[config.mk]
export PLATFORM = sky130hd
export DESIGN_NAME = prime_list_trial_division_core_flat
export DESIGN_NICKNAME = d
export VERILOG_FILES = /design/src/rtl/plt_pkg.sv /design/src/rtl/plt_if.sv /design/src/rtl/plt_rem.sv /design/src/rtl/plt_list.sv /design/src/rtl/prime_list_trial_division_core.sv /design/src/flat_wrapper.sv
export SDC_FILE = /design/constraint.sdc
export NUM_CORES = 1
export LEC_CHECK = 0
export CELL_PAD_IN_SITES_DETAIL_PLACEMENT = 1
export CELL_PAD_IN_SITES_GLOBAL_PLACEMENT = 2
export CORE_MARGIN = 3
export CORE_UTILIZATION = 53
export CTS_CLUSTER_SIZE = 24
export DETAILED_ROUTE_END_ITERATION = 16
export DONT_BUFFER_PORTS = 1
export GPL_TIMING_DRIVEN = 1
export PLACE_DENSITY_LB_ADDON = 0.1
export REMOVE_ABC_BUFFERS = 1
export SLEW_MARGIN = 20
export SYNTH_ARGS = -nofsm -noshare
export SYNTH_HDL_FRONTEND = slang
export SYNTH_SLANG_ARGS = --single-unit
[constraint.sdc]
create_clock -name clk_i -period 7.39 [get_ports clk_i]
set_input_delay 2.217 -clock clk_i [delete_from_list [all_inputs] [get_ports clk_i]]
set_output_delay 2.217 -clock clk_i [all_outputs]
set_load 0.05 [all_outputs]
[src/rtl/plt_pkg.sv]
package plt_pkg;

  localparam int LIMIT_W     = 9;
  localparam int IDX_W       = 6;
  localparam int CNT_W       = 7;
  localparam int MAX_RESULTS = 64;
  localparam int BIT_CNT_W   = 4;

  typedef struct packed {
    logic               start;
    logic [LIMIT_W-1:0] dividend;
    logic [LIMIT_W-1:0] divisor;
  } rem_req_t;

  typedef struct packed {
    logic done;
    logic zero;
  } rem_rsp_t;

endpackage

[src/rtl/plt_if.sv]
interface plt_in_if;
  logic                        valid;
  logic                        ready;
  logic [plt_pkg::LIMIT_W-1:0] limit;

  modport source (output valid, output limit, input ready);
  modport sink (input valid, input limit, output ready);
endinterface

interface plt_out_if;
  logic                        valid;
  logic                        ready;
  logic [plt_pkg::LIMIT_W-1:0] prime_value;
  logic [plt_pkg::IDX_W-1:0]   prime_index;
  logic [plt_pkg::CNT_W-1:0]   prime_count;
  logic                        found;
  logic                        last;

  modport source (output valid, output prime_value, output prime_index,
                  output prime_count, output found, output last, input ready);
  modport sink (input valid, input prime_value, input prime_index,
                input prime_count, input found, input last, output ready);
endinterface

[src/rtl/plt_rem.sv]
module plt_rem (
  input  logic              clk_i,
  input  logic              rst_ni,
  input  plt_pkg::rem_req_t req_i,
  output plt_pkg::rem_rsp_t rsp_o
);

  logic                              busy_q, busy_d;
  logic                              done_q, done_d;
  logic [plt_pkg::BIT_CNT_W-1:0]     cnt_q, cnt_d;
  logic [plt_pkg::LIMIT_W-1:0]       dvd_q, dvd_d;
  logic [plt_pkg::LIMIT_W-1:0]       dsr_q, dsr_d;
  logic [plt_pkg::LIMIT_W-1:0]       rem_q, rem_d;
  logic [plt_pkg::LIMIT_W:0]         trial;
  logic [plt_pkg::LIMIT_W-1:0]       step;

  always_comb begin
    trial = {rem_q, dvd_q[plt_pkg::LIMIT_W-1]};
    if (trial >= {1'b0, dsr_q}) begin
      step = plt_pkg::LIMIT_W'(trial - {1'b0, dsr_q});
    end else begin
      step = trial[plt_pkg::LIMIT_W-1:0];
    end
  end

  always_comb begin
    busy_d = busy_q;
    done_d = 1'b0;
    cnt_d  = cnt_q;
    dvd_d  = dvd_q;
    dsr_d  = dsr_q;
    rem_d  = rem_q;
    if (req_i.start) begin
      busy_d = 1'b1;
      cnt_d  = plt_pkg::BIT_CNT_W'(plt_pkg::LIMIT_W);
      dvd_d  = req_i.dividend;
      dsr_d  = req_i.divisor;
      rem_d  = '0;
    end else if (busy_q) begin
      rem_d = step;
      dvd_d = {dvd_q[plt_pkg::LIMIT_W-2:0], 1'b0};
      cnt_d = cnt_q - 1'b1;
      if (cnt_q == plt_pkg::BIT_CNT_W'(1)) begin
        busy_d = 1'b0;
        done_d = 1'b1;
      end
    end
  end

  always_ff @(posedge clk_i or negedge rst_ni) begin
    if (!rst_ni) begin
      busy_q <= 1'b0;
      done_q <= 1'b0;
      cnt_q  <= '0;
    end else begin
      busy_q <= busy_d;
      done_q <= done_d;
      cnt_q  <= cnt_d;
    end
  end

  always_ff @(posedge clk_i) begin
    dvd_q <= dvd_d;
    dsr_q <= dsr_d;
    rem_q <= rem_d;
  end

  assign rsp_o.done = done_q;
  assign rsp_o.zero = (rem_q == '0);

endmodule

[src/rtl/plt_list.sv]
module plt_list (
  input  logic                        clk_i,
  input  logic                        we_i,
  input  logic [plt_pkg::IDX_W-1:0]   waddr_i,
  input  logic [plt_pkg::LIMIT_W-1:0] wdata_i,
  input  logic                        re_i,
  input  logic [plt_pkg::IDX_W-1:0]   raddr_i,
  output logic [plt_pkg::LIMIT_W-1:0] rdata_o
);

  logic [plt_pkg::LIMIT_W-1:0] mem_q [plt_pkg::MAX_RESULTS];
  logic [plt_pkg::LIMIT_W-1:0] rdata_q;

  always_ff @(posedge clk_i) begin
    if (we_i) begin
      mem_q[waddr_i] <= wdata_i;
    end
  end

  always_ff @(posedge clk_i) begin
    if (re_i) begin
      rdata_q <= mem_q[raddr_i];
    end
  end

  assign rdata_o = rdata_q;

endmodule

[src/rtl/prime_list_trial_division_core.sv]
// Channel  Direction  Payload                                              Handshake
// in_i     input      limit                                                valid / ready
// out_o    output     prime_value, prime_index, prime_count, found, last   valid / ready
//
// One item is taken at a time; in_i.ready is high only while the block is idle.
// Each trial divisor runs through the bit-serial remainder unit, one quotient bit
// per cycle; a prime c costs c - 2 trials, and a composite stops at its smallest
// factor. The primes are kept in a 64-entry list and then sent out one by one:
// each is read from the list, loaded into the output registers and held on out_o
// until taken. Reset returns the block to idle with no item pending.
module prime_list_trial_division_core #(
  parameter int MAX_LIMIT = 312
) (
  input  logic             clk_i,
  input  logic             rst_ni,
  plt_in_if.sink           in_i,
  plt_out_if.source        out_o
);

  localparam logic [2:0] ST_IDLE = 3'd0;
  localparam logic [2:0] ST_CAND = 3'd1;
  localparam logic [2:0] ST_TEST = 3'd2;
  localparam logic [2:0] ST_WAIT = 3'd3;
  localparam logic [2:0] ST_RD   = 3'd4;
  localparam logic [2:0] ST_LOAD = 3'd5;
  localparam logic [2:0] ST_OUT  = 3'd6;

  localparam logic [plt_pkg::LIMIT_W-1:0] LimitMax = plt_pkg::LIMIT_W'(MAX_LIMIT);

  logic [2:0]                   state_q, state_d;
  logic [plt_pkg::LIMIT_W-1:0]  lim_q, lim_d;
  logic [plt_pkg::LIMIT_W-1:0]  cand_q, cand_d;
  logic [plt_pkg::LIMIT_W-1:0]  div_q, div_d;
  logic [plt_pkg::CNT_W-1:0]    n_q, n_d;
  logic [plt_pkg::IDX_W-1:0]    k_q, k_d;
  logic [plt_pkg::LIMIT_W-1:0]  val_q, val_d;
  logic [plt_pkg::IDX_W-1:0]    idx_q, idx_d;
  logic [plt_pkg::CNT_W-1:0]    cnt_q, cnt_d;
  logic                         found_q, found_d;
  logic                         last_q, last_d;

  plt_pkg::rem_req_t            rem_req;
  plt_pkg::rem_rsp_t            rem_rsp;
  logic                         list_we;
  logic                         list_re;
  logic [plt_pkg::LIMIT_W-1:0]  list_rdata;

  plt_rem u_rem (
    .clk_i  (clk_i),
    .rst_ni (rst_ni),
    .req_i  (rem_req),
    .rsp_o  (rem_rsp)
  );

  plt_list u_list (
    .clk_i   (clk_i),
    .we_i    (list_we),
    .waddr_i (n_q[plt_pkg::IDX_W-1:0]),
    .wdata_i (cand_q),
    .re_i    (list_re),
    .raddr_i (k_q),
    .rdata_o (list_rdata)
  );

  always_comb begin
    state_d          = state_q;
    lim_d            = lim_q;
    cand_d           = cand_q;
    div_d            = div_q;
    n_d              = n_q;
    k_d              = k_q;
    val_d            = val_q;
    idx_d            = idx_q;
    cnt_d            = cnt_q;
    found_d          = found_q;
    last_d           = last_q;
    rem_req.start    = 1'b0;
    rem_req.dividend = cand_q;
    rem_req.divisor  = div_q;
    list_we          = 1'b0;
    list_re          = 1'b0;
    case (state_q)
      ST_IDLE: begin
        if (in_i.valid) begin
          lim_d   = (in_i.limit > LimitMax) ? LimitMax : in_i.limit;
          cand_d  = plt_pkg::LIMIT_W'(2);
          n_d     = '0;
          state_d = ST_CAND;
        end
      end
      ST_CAND: begin
        if (cand_q < lim_q && n_q != plt_pkg::CNT_W'(plt_pkg::MAX_RESULTS)) begin
          div_d   = plt_pkg::LIMIT_W'(2);
          state_d = ST_TEST;
        end else if (n_q == '0) begin
          val_d   = '0;
          idx_d   = '0;
          cnt_d   = '0;
          found_d = 1'b0;
          last_d  = 1'b1;
          state_d = ST_OUT;
        end else begin
          k_d     = '0;
          state_d = ST_RD;
        end
      end
      ST_TEST: begin
        if (div_q == cand_q) begin
          list_we = 1'b1;
          n_d     = n_q + 1'b1;
          cand_d  = cand_q + 1'b1;
          state_d = ST_CAND;
        end else begin
          rem_req.start = 1'b1;
          state_d       = ST_WAIT;
        end
      end
      ST_WAIT: begin
        if (rem_rsp.done) begin
          if (rem_rsp.zero) begin
            cand_d  = cand_q + 1'b1;
            state_d = ST_CAND;
          end else begin
            div_d   = div_q + 1'b1;
            state_d = ST_TEST;
          end
        end
      end
      ST_RD: begin
        list_re = 1'b1;
        state_d = ST_LOAD;
      end
      ST_LOAD: begin
        val_d   = list_rdata;
        idx_d   = k_q;
        cnt_d   = n_q;
        found_d = 1'b1;
        last_d  = (plt_pkg::CNT_W'(k_q) + 1'b1 == n_q);
        state_d = ST_OUT;
      end
      ST_OUT: begin
        if (out_o.ready) begin
          if (last_q) begin
            state_d = ST_IDLE;
          end else begin
            k_d     = k_q + 1'b1;
            state_d = ST_RD;
          end
        end
      end
      default: begin
        state_d = ST_IDLE;
      end
    endcase
  end

  always_ff @(posedge clk_i or negedge rst_ni) begin
    if (!rst_ni) begin
      state_q <= ST_IDLE;
      n_q     <= '0;
    end else begin
      state_q <= state_d;
      n_q     <= n_d;
    end
  end

  always_ff @(posedge clk_i) begin
    lim_q   <= lim_d;
    cand_q  <= cand_d;
    div_q   <= div_d;
    k_q     <= k_d;
    val_q   <= val_d;
    idx_q   <= idx_d;
    cnt_q   <= cnt_d;
    found_q <= found_d;
    last_q  <= last_d;
  end

  assign in_i.ready        = (state_q == ST_IDLE);
  assign out_o.valid       = (state_q == ST_OUT);
  assign out_o.prime_value = val_q;
  assign out_o.prime_index = idx_q;
  assign out_o.prime_count = cnt_q;
  assign out_o.found       = found_q;
  assign out_o.last        = last_q;

`ifndef NO_ASSERTIONS
  a_one_side: assert property (@(posedge clk_i) disable iff (!rst_ni)
    out_o.valid |-> !in_i.ready)
    else $error("input taken while a result is pending");

  a_count_bound: assert property (@(posedge clk_i) disable iff (!rst_ni)
    n_q <= plt_pkg::CNT_W'(plt_pkg::MAX_RESULTS))
    else $error("prime count overflow");

  a_load_after_read: assert property (@(posedge clk_i) disable iff (!rst_ni)
    state_q == ST_LOAD |-> $past(state_q == ST_RD))
    else $error("list data used without a read");

  a_empty_is_last: assert property (@(posedge clk_i) disable iff (!rst_ni)
    (out_o.valid && !out_o.found) |-> (out_o.last && out_o.prime_count == '0))
    else $error("empty result not marked last");

  a_prime_in_range: assert property (@(posedge clk_i) disable iff (!rst_ni)
    (out_o.valid && out_o.found) |-> (out_o.prime_value >= plt_pkg::LIMIT_W'(2)
      && plt_pkg::CNT_W'(out_o.prime_index) < out_o.prime_count))
    else $error("result fields out of range");
`endif

endmodule

[src/flat_wrapper.sv]
// flat-port wrapper written by rule: the top's interface ports become plain ports
module prime_list_trial_division_core_flat 
#(
  parameter int MAX_LIMIT = 312
)
  (clk_i, rst_ni, in_i_valid, in_i_limit, in_i_ready, out_o_valid, out_o_prime_value, out_o_prime_index, out_o_prime_count, out_o_found, out_o_last, out_o_ready);
  plt_in_if in_i_i ();
  plt_out_if out_o_i ();
  input  logic clk_i;
  input  logic rst_ni;
  input wire logic [$bits(in_i_i.valid)-1:0] in_i_valid;
  input wire logic [$bits(in_i_i.limit)-1:0] in_i_limit;
  output wire logic [$bits(in_i_i.ready)-1:0] in_i_ready;
  output wire logic [$bits(out_o_i.valid)-1:0] out_o_valid;
  output wire logic [$bits(out_o_i.prime_value)-1:0] out_o_prime_value;
  output wire logic [$bits(out_o_i.prime_index)-1:0] out_o_prime_index;
  output wire logic [$bits(out_o_i.prime_count)-1:0] out_o_prime_count;
  output wire logic [$bits(out_o_i.found)-1:0] out_o_found;
  output wire logic [$bits(out_o_i.last)-1:0] out_o_last;
  input wire logic [$bits(out_o_i.ready)-1:0] out_o_ready;
  assign in_i_i.valid = in_i_valid;
  assign in_i_i.limit = in_i_limit;
  assign in_i_ready = in_i_i.ready;
  assign out_o_valid = out_o_i.valid;
  assign out_o_prime_value = out_o_i.prime_value;
  assign out_o_prime_index = out_o_i.prime_index;
  assign out_o_prime_count = out_o_i.prime_count;
  assign out_o_found = out_o_i.found;
  assign out_o_last = out_o_i.last;
  assign out_o_i.ready = out_o_ready;
  prime_list_trial_division_core #(.MAX_LIMIT(MAX_LIMIT)) u_core (.clk_i(clk_i), .rst_ni(rst_ni), .in_i(in_i_i), .out_o(out_o_i));
endmodule
==> impl_results.md <==
- VDD IR-drop max: 232 uV
- PwrDens: 357 nW/um^2
- Mux share of post-synthesis cell area: 13.5%
- Sequential share of the synthesized area: 72.9%
- Most frequent cells in the layout: 660 x edfxtp_1, 144 x mux4_2, 125 x nor2_1, 75 x clkbuf_16, 48 x nand2_1
- Max layer used: met5
- WP data required: 5170 ps
- Layout Nets: 1593
- Fillers: 4413
- Drt total wl: 71.9 mm
- Via/cell ratio: 6.38
- Crit path max-delay family: buffers and inverters
- Die ar.: 55600 um^2
- DP Area: 28700 um^2
- Period utilization: 59.6%
- CORE AREA: 51800 um^2
- Vias: 14600
- Mapped cell area: 28000 um^2
- Asr flop ratio synth: 2.34%
- DP Cell Count: 2159
- Clock sink count: 685
- Setup crit start kind: flip-flop
- Critical path class: flip-flop to output port
- Port Buffers: 0
- Number of I/O pins: 39
- Fin. Hold Viols: 0
- # hold bufs at CTS: 0
- DRT antenna net count: 0
- Row Count: 83
- Initial antenna violation count: 1
- Root Driver: clkbuf_16
- WHS: 491 ps
- Synth Area in XOR/XNOR: 1.38%
- Fin crit period: 4400 ps
- Slowest cell on crit path: dfrtp_1
- CP Data Arrival Time: 2190 ps
- CTS resizes: 0
- Status: finished clean
- Synth Area in Adders: 1.14%
- Layout area overhead: 11.1%
- Num CTS Buffers: 73
- Number of global-route vias before repair: 15300
- Initial Util: 54.0%
- First-pass DRT Iterations: 5
- Critical path peak fanout: 13
- DP HPWL: 44.2 mm
- LEAKAGE: 10.0 nW
- Max_cap viols: 0
- Most used cell, CP: inv_1
- Largest net degree at the start of global routing: 82
- Final Power: 0.0111 W
- Fmax: 0.227 GHz
- Setup violations, final: 0
- EDFF count, synth: 660
- DRC: 0
- Rel. slew slack: 24.5%
- Die extent in y: 236 um
- DIE WIDTH: 236 um
- Ys Warns: 0
- Met1 wire length: 30.3 mm
- CP Capture Type: output port
- Largest family of logic cells by synthesized area: multiplexers
- Slew Viols, Final: 0
- Synth Area in Compound Gates: 3.52%
- Hold crit path type: flip-flop to flip-flop
- CTS tree: yes
- Clock buffer depth: 3
- Share of cells above drive strength 1: 18.8%
- Skew final: 28.8 ps
- Max stage delay on crit path: 530 ps
- Cells after Synth: 1532
- Simple-Gate Fraction of Synth Area: 5.71%
- Worst path cell trace: inv_1 -> nand3_1 -> inv_1
- Clock Latency Late Sink: 620 ps
- Post-Layout Cell Count: 2294
- Finished Cell Area: 31100 um^2
- Slew @ Worst Pin: 1130 ps
- Total setup buffers inserted after CTS: 0
- Syn_area_per_cell: 18.3 um^2
- GPL Wtd Cong: 0.791
- DR WL/cell: 31.3 um
- RSZ-0062 raised after global routing: false
- Met2 wire length: 34.5 mm
- DR iter-0 viols: 1343
- Met3 routed WL: 5.31 mm
- Total GRT Usage: 26.2%
- Gr ovfl total: 0
- Commonest non-fill, non-tap cell in the layout: edfxtp_1
- Number of distinct library cells after synthesis: 62
- Synth Flop Type: edfxtp_1
- Number of synthesized register bits: 685
- CTS clk-pin slew, worst paths: 60 ps
- H-Tree Depth: 3
- WP buf/inv: 2
- First-pass GRT wire length: 106 mm
## worst min-delay path, cell delays in order, from the launching register on
cell and delay (ps):
dfxtp_1 320, nand2b_1 70, a21oi_1 50
## flip-flops by register name, summed over array words and instances (netlist names), 4 cells and up
| signal | cells |
|---|---|
| u_core.cand_q | 9 |
| u_core.u_rem.cnt_q | 4 |
| u_core.u_list.rdata_o | 9 |
| u_core.lim_q | 9 |
| u_core.u_list.mem_q | 576 |
| u_core.out_o.prime_count | 7 |
| u_core.u_rem.dvd_q | 9 |
| u_core.out_o.prime_value | 9 |
| u_core.div_q | 9 |
| u_core.k_q | 6 |
| u_core.out_o.prime_index | 6 |
| u_core.u_rem.rem_q | 9 |
| u_core.u_rem.dsr_q | 9 |
| u_core.n_q | 7 |
## final cells by class
class | instances | area, um^2 | area share (%)
timing repair buffer | 25 | 220 | 0.708
antenna | 1 | 2.50 | 0.00805
clock buffer | 89 | 1930 | 6.21
inverter | 31 | 116 | 0.374
clock inverter | 44 | 457 | 1.47
tap | 680 | 851 | 2.74
multi-input combinational | 739 | 7110 | 22.9
sequential | 685 | 20400 | 65.6
## synth_stat cells (9+ instances only)
cell type / instances / area share (%)
nand2_1: 48 / 0.64
mux2_2: 15 / 0.60
dfrtp_1: 16 / 1.4
inv_1: 28 / 0.38
ha_1: 24 / 1.1
buf_2: 17 / 0.30
and2_1: 27 / 0.60
nand3_1: 38 / 0.68
buf_1: 10 / 0.13
mux2i_1: 37 / 1.3
clkbuf_1: 35 / 0.47
nand4_1: 12 / 0.27
buf_6: 9 / 0.36
nor2b_1: 16 / 0.36
a22oi_1: 16 / 0.43
o21ai_0: 29 / 0.52
edfxtp_1: 660 / 71
xor2_1: 19 / 0.59
nand2b_1: 14 / 0.31
nor3_1: 17 / 0.30
mux4_2: 144 / 12
a21oi_1: 23 / 0.41
dfxtp_1: 9 / 0.64
xnor2_1: 25 / 0.78
nor2_1: 126 / 1.7
## cell families after synthesis
family / Yosys count
flops: 685
simple gates: 331
mux: 196
compound gates: 143
buf+inv: 108
xor+xnor: 44
fa+ha+maj: 25
## final timing paths
path,startpoint,endpoint,slack (ps),depth (start not counted)
worst max-delay path,u_core.state_q[0],out_o_valid,2990,3
worst min-delay path,u_core.u_rem.rem_q[8],u_core.u_rem.rem_q[8],490,2
worst max register to register,u_core.state_q[1],u_core.u_list.mem_q[61][1],3470,6
worst min register to register,u_core.u_rem.rem_q[8],u_core.u_rem.rem_q[8],490,2
max in group asynchronous,rst_ni,u_core.n_q[4],6000,0
min in group asynchronous,rst_ni,u_core.n_q[6],1300,0
## report_power, final
group	internal (W)	total (W)	switching, W
Sequential	0.00485	0.00520	0.000355
Clock	0.00215	0.00366	0.00151
Combinational	0.000718	0.00223	0.00152
Total	0.00772	0.0111	0.00338
## routing by layer
layer / vias up / global-route usage [%]
met5: - / 0
met4: 2 / 6.42
met3: 116 / 5.31
met2: 625 / 41.5
met1: 7711 / 38.0
li1: 6190 / -
## through the flow
stage / setup slack [ps] / setup TNS [ps] / utilization, %
final: 2990 / 0 / 60.0
after global routing: 2800 / 0 / 60.0
after CTS: 2940 / 0 / 59.9
after detailed placement: 3430 / 0 / 55.3
after global placement: 3670 / 0 / 55.3
after floorplan: -285 / -1810 / -
Power figures use the tool's default switching activity.
